<file path="src/hdl/assert_macros.svh">
// assertion macros for the deframer
`ifndef ASSERT_MACROS_SVH
`define ASSERT_MACROS_SVH

`ifndef SYNTHESIS
`define ASSERT_CLK(lbl, clk, rst_n, prop, msg) \
    lbl: assert property (@(posedge clk) disable iff (!rst_n) prop) else $error(msg);
`define ASSERT_NEXT(lbl, clk, rst_n, pre, post, msg) \
    lbl: assert property (@(posedge clk) disable iff (!rst_n) (pre) |=> (post)) else $error(msg);
`else
`define ASSERT_CLK(lbl, clk, rst_n, prop, msg)
`define ASSERT_NEXT(lbl, clk, rst_n, pre, post, msg)
`endif

`endif

</file>
<file path="src/hdl/ecfd_pkg.sv">
package ecfd_pkg;

    typedef logic [7:0] t_byte;

    localparam t_byte FRAME_MARK  = 8'hFF;
    localparam t_byte ESCAPE_MARK = 8'hFE;

    typedef struct packed {
        logic  start;
        logic  empty;
        t_byte channel;
    } t_emit_req;

endpackage

</file>
<file path="src/hdl/ecfd_ram.sv">
module ecfd_ram #(
    parameter int WIDTH = 8,
    parameter int DEPTH = 64
) (
    input  logic                     i_clk,
    input  logic                     i_we,
    input  logic [$clog2(DEPTH)-1:0] i_waddr,
    input  logic [WIDTH-1:0]         i_wdata,
    input  logic [$clog2(DEPTH)-1:0] i_raddr,
    output logic [WIDTH-1:0]         o_rdata
);

    logic [WIDTH-1:0] r_mem [DEPTH];
    logic [WIDTH-1:0] r_rdata;

    always_ff @(posedge i_clk) begin
        if (i_we) begin
            r_mem[i_waddr] <= i_wdata;
        end
        r_rdata <= r_mem[i_raddr];
    end

    assign o_rdata = r_rdata;

endmodule

</file>
<file path="src/hdl/ecfd_emit.sv">
`include "assert_macros.svh"

module ecfd_emit
    import ecfd_pkg::*;
#(
    parameter int ADDR_W = 6
) (
    input  logic              i_clk,
    input  logic              i_rst_n,
    input  t_emit_req         i_req,
    input  logic [ADDR_W-1:0] i_fill,
    output logic [ADDR_W-1:0] o_raddr,
    input  t_byte             i_rdata,
    output logic              o_busy,
    output logic              o_strobe,
    output t_byte             o_data_byte,
    output t_byte             o_channel_id,
    output logic              o_last_of_packet,
    output logic              o_empty_packet
);

    logic              r_active;
    logic [ADDR_W-1:0] r_idx;
    logic [ADDR_W-1:0] r_last;
    t_byte             r_chan;
    logic              r_out_valid;
    logic              r_out_last;
    logic              r_out_empty;
    t_byte             r_out_chan;

    always_ff @(posedge i_clk) begin
        if (!i_rst_n) begin
            r_active    <= 1'b0;
            r_out_valid <= 1'b0;
        end else begin
            r_out_valid <= 1'b0;
            if (r_active) begin
                r_out_valid <= 1'b1;
                r_out_last  <= (r_idx == r_last);
                r_out_empty <= 1'b0;
                r_out_chan  <= r_chan;
                r_idx       <= r_idx + 1'b1;
                if (r_idx == r_last) begin
                    r_active <= 1'b0;
                end
            end else if (i_req.start) begin
                if (i_req.empty) begin
                    r_out_valid <= 1'b1;
                    r_out_last  <= 1'b1;
                    r_out_empty <= 1'b1;
                    r_out_chan  <= i_req.channel;
                end else begin
                    r_active <= 1'b1;
                    r_idx    <= '0;
                    r_last   <= i_fill - 1'b1;
                    r_chan   <= i_req.channel;
                end
            end
        end
    end

    assign o_raddr          = r_idx;
    assign o_busy           = r_active;
    assign o_strobe         = r_out_valid;
    assign o_data_byte      = r_out_empty ? '0 : i_rdata;
    assign o_channel_id     = r_out_chan;
    assign o_last_of_packet = r_out_last;
    assign o_empty_packet   = r_out_empty;

    `ASSERT_CLK(a_empty_is_last, i_clk, i_rst_n, (r_out_valid && r_out_empty) |-> r_out_last, "empty beat without last")
    `ASSERT_CLK(a_no_req_when_active, i_clk, i_rst_n, r_active |-> !i_req.start, "request while draining")
    `ASSERT_NEXT(a_drain_ends, i_clk, i_rst_n, r_active && (r_idx == r_last), !r_active && r_out_valid && r_out_last, "drain did not end on last")

endmodule

</file>
<file path="src/hdl/escaped_channel_frame_deframer.sv">
// escaped channel frame deframer
// input: one received byte per beat on i_rx_byte, taken when start is high and
// busy is low. 0xFF ends a frame and arms channel capture, 0xFE escapes the
// next byte, other bytes of an open packet are written to the store at the fill count.
// output: one beat per payload byte, marked by o_strobe for one cycle, with
// channel, last mark and empty mark; the receiver cannot stall it.
// throughput: payload and control bytes are taken one per cycle while busy is
// low. a frame end with n buffered bytes keeps busy high while the emitter
// reads the n entries from the store one entry per cycle through its single
// read port; an empty packet does not raise busy.
// output timing: a taken frame end byte sets the emitter's active flag, and
// the first beat of a packet then leaves its output register, the rest one per
// cycle; an empty packet beat shows in the cycle after the frame end byte.
// reset: synchronous active low; clears the control state, no packet is open
// and the store contents are left as they are.
module escaped_channel_frame_deframer
    import ecfd_pkg::*;
#(
    parameter int PACKET_BYTES = 64
) (
    input  logic       i_clk,
    input  logic       i_rst_n,
    input  logic       start,
    output logic       busy,
    input  logic [7:0] i_rx_byte,
    output logic       o_strobe,
    output logic [7:0] o_data_byte,
    output logic [7:0] o_channel_id,
    output logic       o_last_of_packet,
    output logic       o_empty_packet
);

    localparam int AW = $clog2(PACKET_BYTES);
    localparam logic [AW-1:0] FILL_MAX = AW'(PACKET_BYTES - 1);

    logic [AW-1:0] r_fill, n_fill;
    logic          r_in_pkt, n_in_pkt;
    logic          r_esc, n_esc;
    logic          r_await, n_await;
    t_byte         r_chan, n_chan;

    logic          accept;
    logic          we;
    t_emit_req     req;
    logic [AW-1:0] raddr;
    t_byte         rdata;
    logic          emit_busy;

    assign accept = start && !busy;
    assign busy   = emit_busy;

    always_comb begin
        n_fill      = r_fill;
        n_in_pkt    = r_in_pkt;
        n_esc       = r_esc;
        n_await     = r_await;
        n_chan      = r_chan;
        we          = 1'b0;
        req.start   = 1'b0;
        req.empty   = (r_fill == '0);
        req.channel = r_chan;
        if (accept) begin
            if (r_await) begin
                if (i_rx_byte != FRAME_MARK) begin
                    n_esc    = 1'b0;
                    n_await  = 1'b0;
                    n_fill   = '0;
                    n_in_pkt = 1'b1;
                    n_chan   = i_rx_byte;
                end
            end else if (i_rx_byte == FRAME_MARK && !r_esc) begin
                req.start = r_in_pkt;
                n_await   = 1'b1;
            end else if (i_rx_byte == ESCAPE_MARK && !r_esc) begin
                n_esc = 1'b1;
            end else begin
                n_esc = 1'b0;
                if (r_in_pkt) begin
                    we     = 1'b1;
                    n_fill = (r_fill == FILL_MAX) ? '0 : r_fill + 1'b1;
                end
            end
        end
    end

    always_ff @(posedge i_clk) begin
        if (!i_rst_n) begin
            r_fill   <= '0;
            r_in_pkt <= 1'b0;
            r_esc    <= 1'b0;
            r_await  <= 1'b0;
            r_chan   <= '0;
        end else begin
            r_fill   <= n_fill;
            r_in_pkt <= n_in_pkt;
            r_esc    <= n_esc;
            r_await  <= n_await;
            r_chan   <= n_chan;
        end
    end

    ecfd_ram #(
        .WIDTH (8),
        .DEPTH (PACKET_BYTES)
    ) u_store (
        .i_clk   (i_clk),
        .i_we    (we),
        .i_waddr (r_fill),
        .i_wdata (i_rx_byte),
        .i_raddr (raddr),
        .o_rdata (rdata)
    );

    ecfd_emit #(
        .ADDR_W (AW)
    ) u_emit (
        .i_clk            (i_clk),
        .i_rst_n          (i_rst_n),
        .i_req            (req),
        .i_fill           (r_fill),
        .o_raddr          (raddr),
        .i_rdata          (rdata),
        .o_busy           (emit_busy),
        .o_strobe         (o_strobe),
        .o_data_byte      (o_data_byte),
        .o_channel_id     (o_channel_id),
        .o_last_of_packet (o_last_of_packet),
        .o_empty_packet   (o_empty_packet)
    );

endmodule
</file>
<file path="config.mk">
export PLATFORM = sky130hd
export DESIGN_NAME = escaped_channel_frame_deframer
export DESIGN_NICKNAME = d
export VERILOG_FILES = /design/src/hdl/ecfd_pkg.sv /design/src/hdl/ecfd_ram.sv /design/src/hdl/ecfd_emit.sv /design/src/hdl/escaped_channel_frame_deframer.sv
export VERILOG_INCLUDE_DIRS = /design/src /design/src/hdl
export SDC_FILE = /design/constraint.sdc
export NUM_CORES = 1
export LEC_CHECK = 0
export BUFFER_PORTS_ARGS = -buffer_cell sky130_fd_sc_hd__buf_2
export CAP_MARGIN = 20
export CORE_AREA = 2 2 245 174
export CTS_CLUSTER_DIAMETER = 150
export DETAILED_ROUTE_END_ITERATION = 7
export DIE_AREA = 0 0 247 176
export PLACE_DENSITY_LB_ADDON = 0.1
export SKIP_CTS_REPAIR_TIMING = 1
export SYNTH_ARGS = -nofsm -noshare
export SYNTH_HDL_FRONTEND = slang
export SYNTH_SLANG_ARGS = --single-unit
</file>
<file path="constraint.sdc">
create_clock -name i_clk -period 3 [get_ports i_clk]
set_input_delay 0.3 -clock i_clk [delete_from_list [all_inputs] [get_ports i_clk]]
set_output_delay 0.3 -clock i_clk [all_outputs]
set_load 0.03 [all_outputs]
</file>
# Word-level counts from Yosys, hierarchy flattened
# Memories as Yosys holds them, arrays and structs flattened. A register that Yosys moved wholly into a read port is not among the register bits.
# Index checks and enable logic that the tools add are counted.
[classes]
add_sub_neg = 3
n_eq_ne = 9
n_mux = 40
bitwise = 2
n_reduce_logical = 15
[op_table]
columns = ["op", "count"]
rows = [
  ["$mux 6", 9],
  ["$mux 8", 4],
  ["$mux 1", 27],
  ["$eq 8x8->1 const B", 2],
  ["$add 6x1->6 const B", 2],
  ["$reduce_and 3->1", 4],
  ["$ne 8x8->1 const B", 1],
  ["$eq 6x6->1", 1],
  ["$eq 6x6->1 const B", 1],
  ["$logic_not 6->1", 1],
  ["$reduce_bool 2->1", 3],
  ["$sub 6x1->6 const B", 1],
  ["$reduce_and 5->1", 1],
  ["$ne 2x1->1 const B", 2],
  ["$ne 2x2->1 const B", 2],
  ["$reduce_and 4->1", 1],
  ["$logic_and 1x1->1", 3],
  ["$logic_not 1->1", 2],
  ["$not 1->1", 2],
]
[word_totals]
regBits = 49
ram_bits = 512
input_bits = 11
output_inout_bits = 20
word_cells = 83
memories = 1
[mem_list]
columns = ["memory", "depth", "width", "read_ports", "rd_ports_with_merged_regs", "wr", "line", "text"]
rows = [
  ["u_store.r_mem", 64, 8, 1, 1, 1, "ecfd_ram.sv:13", "logic [WIDTH-1:0] r_mem [DEPTH];"],
]

# Depth between registers and ports, before layout
[depth]
word_depth = 8
mapped_depth = 9
mapped_depth_nobuf = 6

# Hierarchy
# A second synthesis with hierarchy kept.
[hier_totals]
cells_unflattened = 1130
area_unflattened_um2 = 22390.2
[modules_own_cells]
columns = ["mod", "n_inst", "cells_each", "area_each_um2", "seq_area_each_um2"]
rows = [
  ["ecfd_ram", 1, 940, 20166.8, 15534.9],
  ["ecfd_emit", 1, 93, 1382.6, 940.9],
  ["escaped_channel_frame_deframer", 1, 97, 840.8, 340.3],
]

# Worst setup path after synthesis
# OpenSTA, ideal clock, no wires.
[synth_timing]
kind = "reg-to-reg"
start = "reg u_emit.r_active (netlist: u_emit.o_busy)"
end = "mem u_store.r_mem[18][0] (enable)"
setup_time_ps = 370
arrival_ps = 1888
t_required_ps = 2630
slack_ps = 742
path_stages_with_launch = 6
path_buffers = 1
synth_period_minus_slack_ps = 2258
path_cell_list = "dfxtp_1 > and4bb_2 > o31ai_1 > or4_1 > clkbuf_1 > nor2_1"
[synth_between]
elab_chain_cells = 5
[synth_rtl]
columns = ["item", "line", "text"]
rows = [
  ["from (decl)", "ecfd_emit.sv:22", "logic r_active;"],
  ["from (signal assigned)", "ecfd_emit.sv:33", "r_active <= 1'b0;"],
  ["from (signal assigned)", "ecfd_emit.sv:44", "r_active <= 1'b0;"],
  ["from (signal assigned)", "ecfd_emit.sv:53", "r_active <= 1'b1;"],
  ["$logic_not 1->1", "escaped_channel_frame_deframer.sv:49", "assign accept = start && !busy;"],
  ["$logic_and 1x1->1", "escaped_channel_frame_deframer.sv:49", ""],
  ["$mux 1", "escaped_channel_frame_deframer.sv:62", "if (accept) begin"],
  ["$mux 1", "ecfd_ram.sv:17", "if (i_we) begin"],
  ["$mux 1 (implied by the code)", "ecfd_ram.sv:18", "r_mem[i_waddr] <= i_wdata;"],
  ["to (decl)", "ecfd_ram.sv:13", ""],
]
# No other way between the ends.

==> results by stage <==
CTS:
- The clock tree from TritonCTS is yes.
- The root cell of the clock tree is sky130_fd_sc_hd__clkbuf_16.
- The latest clock arrival within the worst-skew pair is 0.57 ns.
- The clock edge transition at the registers on the reported setup and hold paths is about 0.070 ns.
- The count of H-tree levels built during CTS is 2.
- The number of clock buffers added by TritonCTS is 52.
- The tree built by TritonCTS fans out to 569 sinks.
- The number of buffers on the longest clock path is 3.

Yosys:
- By area the synthesized netlist is led by sky130_fd_sc_hd__edfxtp_1 (73%), sky130_fd_sc_hd__mux4_2 (9.4%), sky130_fd_sc_hd__mux2i_1 (3.6%).
- The net count of the mapped netlist is about 1,200.
- The synthesized design contains about 570 register bits.
- The gate count of the mapped netlist is between 1,000 and 1,500.
- Of all flip-flops after synthesis, the portion carrying an async set or reset was 0.
- The average cell area after synthesis is between 15 and 20 µm².
- The number of synthesis warnings is 0.
- The share of the Yosys chip area taken by registers is 0.752.
- The number of distinct library cell variants in the gate-level netlist after synthesis is just under 60.
- The most used flip-flop cell after synthesis is sky130_fd_sc_hd__edfxtp_1.
- The share of the synthesized area in the top cell type is 0.728.
- sky130_fd_sc_hd__edfxtp_1 takes more of the synthesized area than any other cell.
- The number of synthesized flops with an enable pin is about 540.
- Summing every instance area after synthesis gives ~22,000 µm².

Routing:
- The number of design rule violations left after detail routing is 0.
- The routed layout has ~12,000 vias.
- The count of nets left with antenna violations once routing finished came out at 0.
- The routed wire length is 51,100 µm.
- In this run, the number of DRC markers left after iteration 0 of detailed routing was between 1,000 and 1,500.
- Dividing the detail-routed wire length by the instance count gives roughly 27 µm.
- The number of vias per cell after detailed routing is a little over 6.
- The pre-antenna-repair detailed-routing pass consisted of 5 iterations.

Placement:
- The congestion estimate from routability-driven global placement came to around 0.81.
- The number of input and output port buffers inserted is 30.
- The sum of net half-perimeters after detailed placement is 32,400 µm.
- Before CTS, the worst setup slack after placement is 0.199 ns.
- The placed instances occupy a cell area of approximately 24,000 µm².

GRT:
- The first-pass GRT wire length is 75,700 µm.
- Global routing finished with a remaining overflow of 0.
- The via count of the first global-routing pass came to around 11,000.
- The number of antenna violations at the first check in global routing is 1.
- Entering global routing, the biggest net connects 66 pins.
- Across every metal layer, demand over resource in global routing totals 0.243.

Pwr:
- The internal power is 13,000 µW.
- The switching power of the nets is between 2000 and 3000 µW.
- The sequential share of power is 0.544.
- The completed layout was analyzed and its total power is approximately 16,000 µW.
- The cell leakage power is between 0.008 and 0.009 µW.
- The relative contribution of the clock network to total power is 0.444.
- Of the total power, the share spent switching nets is 0.187.
- The worst IR drop on VDD is just over 0.0005 V.
- In this run the power density over the cells is 629 nW/µm².
- The share of total power dissipated in combinational logic is 0.012.

STA:
- The total count of max-transition violations in the final report is 0.
- The largest clock skew in the final design is 0.0188 ns.
- Based on the critical path, the design can be clocked at up to approximately 0.36 GHz.
- At the pin with the least slew margin, the transition time is about 1 ns.
- Adding up every negative setup slack in the final design gives 0 ns.
- The final-report hold violation count is 0.
- Setup violations remaining at the end of the flow were counted as 0.
- Setup repair after global routing left no endpoint under its margin.
- The final worst setup slack is roughly 0.19 ns.
- The smallest clock period supported by the final layout is computed as 2.81 ns.
- In the finished design, the share of the clock period the worst path needs comes to 0.937.
- The relative slew slack is 0.350.

Die:
- For this design the top-level I/O count stands at 31.
- The die outline width is ~250 µm.
- The vertical die dimension is between 150 and 200 µm.
- The region available for standard cell placement spans 40,900 µm².
- The floorplan step defined a die boundary enclosing 43,500 µm².
- The initial utilization of the core area, before any placement, comes to 0.547.
- The floorplan row count is 62.

Worst setup path:
- The buffering stage count on the worst path with inverters included is 3.
- Along the worst path, the maximum fanout reaches 27.
- The largest individual stage delay along the critical path comes from the cell sky130_fd_sc_hd__mux4_2.
- The critical path runs through a total of 7 cells.
- The cell that appears most often on the critical path is sky130_fd_sc_hd__buf_4.
- The capture point of the worst reg-to-reg path is u_store.o_rdata[3].
- The data required time at the worst endpoint is ~3.5 ns.
- In this design, the stage delay of the slowest critical-path cell is between 0.5 and 0.6 ns.
- In this design, the largest share of critical-path delay is due to buffers and inverters.
- The critical path starts at u_emit.o_raddr[0].
- The start of the worst register-to-register path is u_emit.o_raddr[0].
- The type of element capturing the critical path is a flop.
- Walking the worst path, the cells encountered are buf_12, buf_4, buf_4, mux4_2, a211oi_1, o21ai_0, and3_1.
- The critical path ends at u_store.o_rdata[3].
- The worst setup path is launched from a flop.
- The worst setup path is of the flop to flop kind.
- Setup slack on the worst reg-to-reg path comes out at 0.19 ns.
- The cell count of the worst reg-to-reg path is 7.
- The endpoint arrival time on the critical path is 3.27 ns.

Finish:
- The repair_antennas step left the layout with diodes totalling 0.
- The net count of the finished layout is around 1,300.
- The share of final-layout standard cells stronger than drive strength 1 is 0.240.
- Relative to the synthesized area, the layout overhead comes to 13.7%.
- The total non-filler cell area in the finished layout is about 25,000 µm².
- The layout has ~2,900 filler cells.

Job:
- The max-cap violation count is 0.

Run status:
- The flow ran to the end, and the final reports show no timing, DRC or antenna violations.

Min path:
- The class of the tightest hold or removal check is input port to flop.
## cells in the mapped netlist, drive strengths merged (4+ instances only)
cell type,n
inv,11
and3,9
mux2i,80
mux4,94
xor2,7
nand3b,4
dfxtp,27
o22ai,25
a22o,13
edfxtp,542
xnor2,8
mux2,8
a211oi,21
nor2b,13
a2111oi,10
o21ai,17
nor2,92
nand3,19
nand2b,7
nor3,4
or2,4
ha,4
nand2,28
nand4,4
buf,36
a21oi,14
clkbuf,27
o221ai,8
## final cells by class
type                    count  area, µm²  area share
inverters                  11       41.3     0.00162
repair buffers            124        931      0.0366
multi-input cells         532       5120       0.201
clock inverters            33        465      0.0183
flip-flops and latches    569      16800       0.661
well taps                 544        681      0.0268
clock buffers              62       1370      0.0539
## logic make-up after synthesis
group | after synthesis | share of synthesized area
adder cells (fa/ha/maj) | 4 | 0.00224
flip-flops | 569 | 0.752
buffers and inverters | 74 | 0.0189
multiplexers | 182 | 0.135
AO/OA/AOI/OAI | 134 | 0.0448
XOR/XNOR | 15 | 0.00587
AND/OR/NAND/NOR | 197 | 0.0416
## worst min-delay path by stage
stage,to,startpoint,depth (start not counted)
after floorplan,u_store.r_mem[0][0],i_rx_byte[0],0
after global placement,u_emit.r_chan[2],r_chan[2],0
after detailed placement,u_emit.r_chan[2],r_chan[2],0
after CTS,r_esc,i_rst_n,2
after global routing,r_esc,i_rst_n,2
final,r_esc,i_rst_n,2
## registers in the layout, summed over array words and instances (netlist names), 6 cells and up
register             count
u_store.r_mem          512
u_emit.r_last            6
u_store.o_rdata          8
u_emit.r_chan            8
u_emit.o_channel_id      8
u_emit.o_raddr           6
r_chan                   8
r_fill                   6
## stage by stage
stage                     hold slack (ns)  utilization  instances
after floorplan                     0.399            -       1175
after detailed placement            0.441        0.577       1780
final                              0.0436        0.622       1875
after global placement              0.446        0.577       1780
after CTS                          0.0158        0.622       1875
after global routing               0.0355        0.622       1875
## cells in the final DEF (no fill, tap or decap), types with 14 or more instances in the layout
| master | n |
|---|---|
| sky130_fd_sc_hd__a211oi_1 | 21 |
| sky130_fd_sc_hd__a21oi_1 | 14 |
| sky130_fd_sc_hd__buf_2 | 30 |
| sky130_fd_sc_hd__buf_4 | 88 |
| sky130_fd_sc_hd__clkbuf_16 | 53 |
| sky130_fd_sc_hd__dfxtp_1 | 27 |
| sky130_fd_sc_hd__edfxtp_1 | 542 |
| sky130_fd_sc_hd__mux2i_1 | 80 |
| sky130_fd_sc_hd__mux4_2 | 93 |
| sky130_fd_sc_hd__nand2_1 | 28 |
| sky130_fd_sc_hd__nand3_1 | 19 |
| sky130_fd_sc_hd__nor2_1 | 92 |
| sky130_fd_sc_hd__o22ai_1 | 25 |
## per-layer routing
layer / GRT usage / wire length, µm / vias to the layer above
li1: - / - / 5005
met2: 0.350 / 22300 / 471
met4: 0.0517 / 956 / 0
met1: 0.396 / 24000 / 5954
met3: 0.0377 / 3900 / 81
met5: 0 / 0 / -
## power groups by stage
stage | sequential (µW) | clock [µW] | combinational [µW]
finish | 8690 | 7110 | 195
floorplan | 8870 | 0 | 34.4
detailed placement | 8870 | 0 | 198
CTS | 8690 | 7200 | 197
global route | 8690 | 7560 | 213
global placement | 8870 | 0 | 191
No activity file was read; power rests on OpenSTA's default activity.
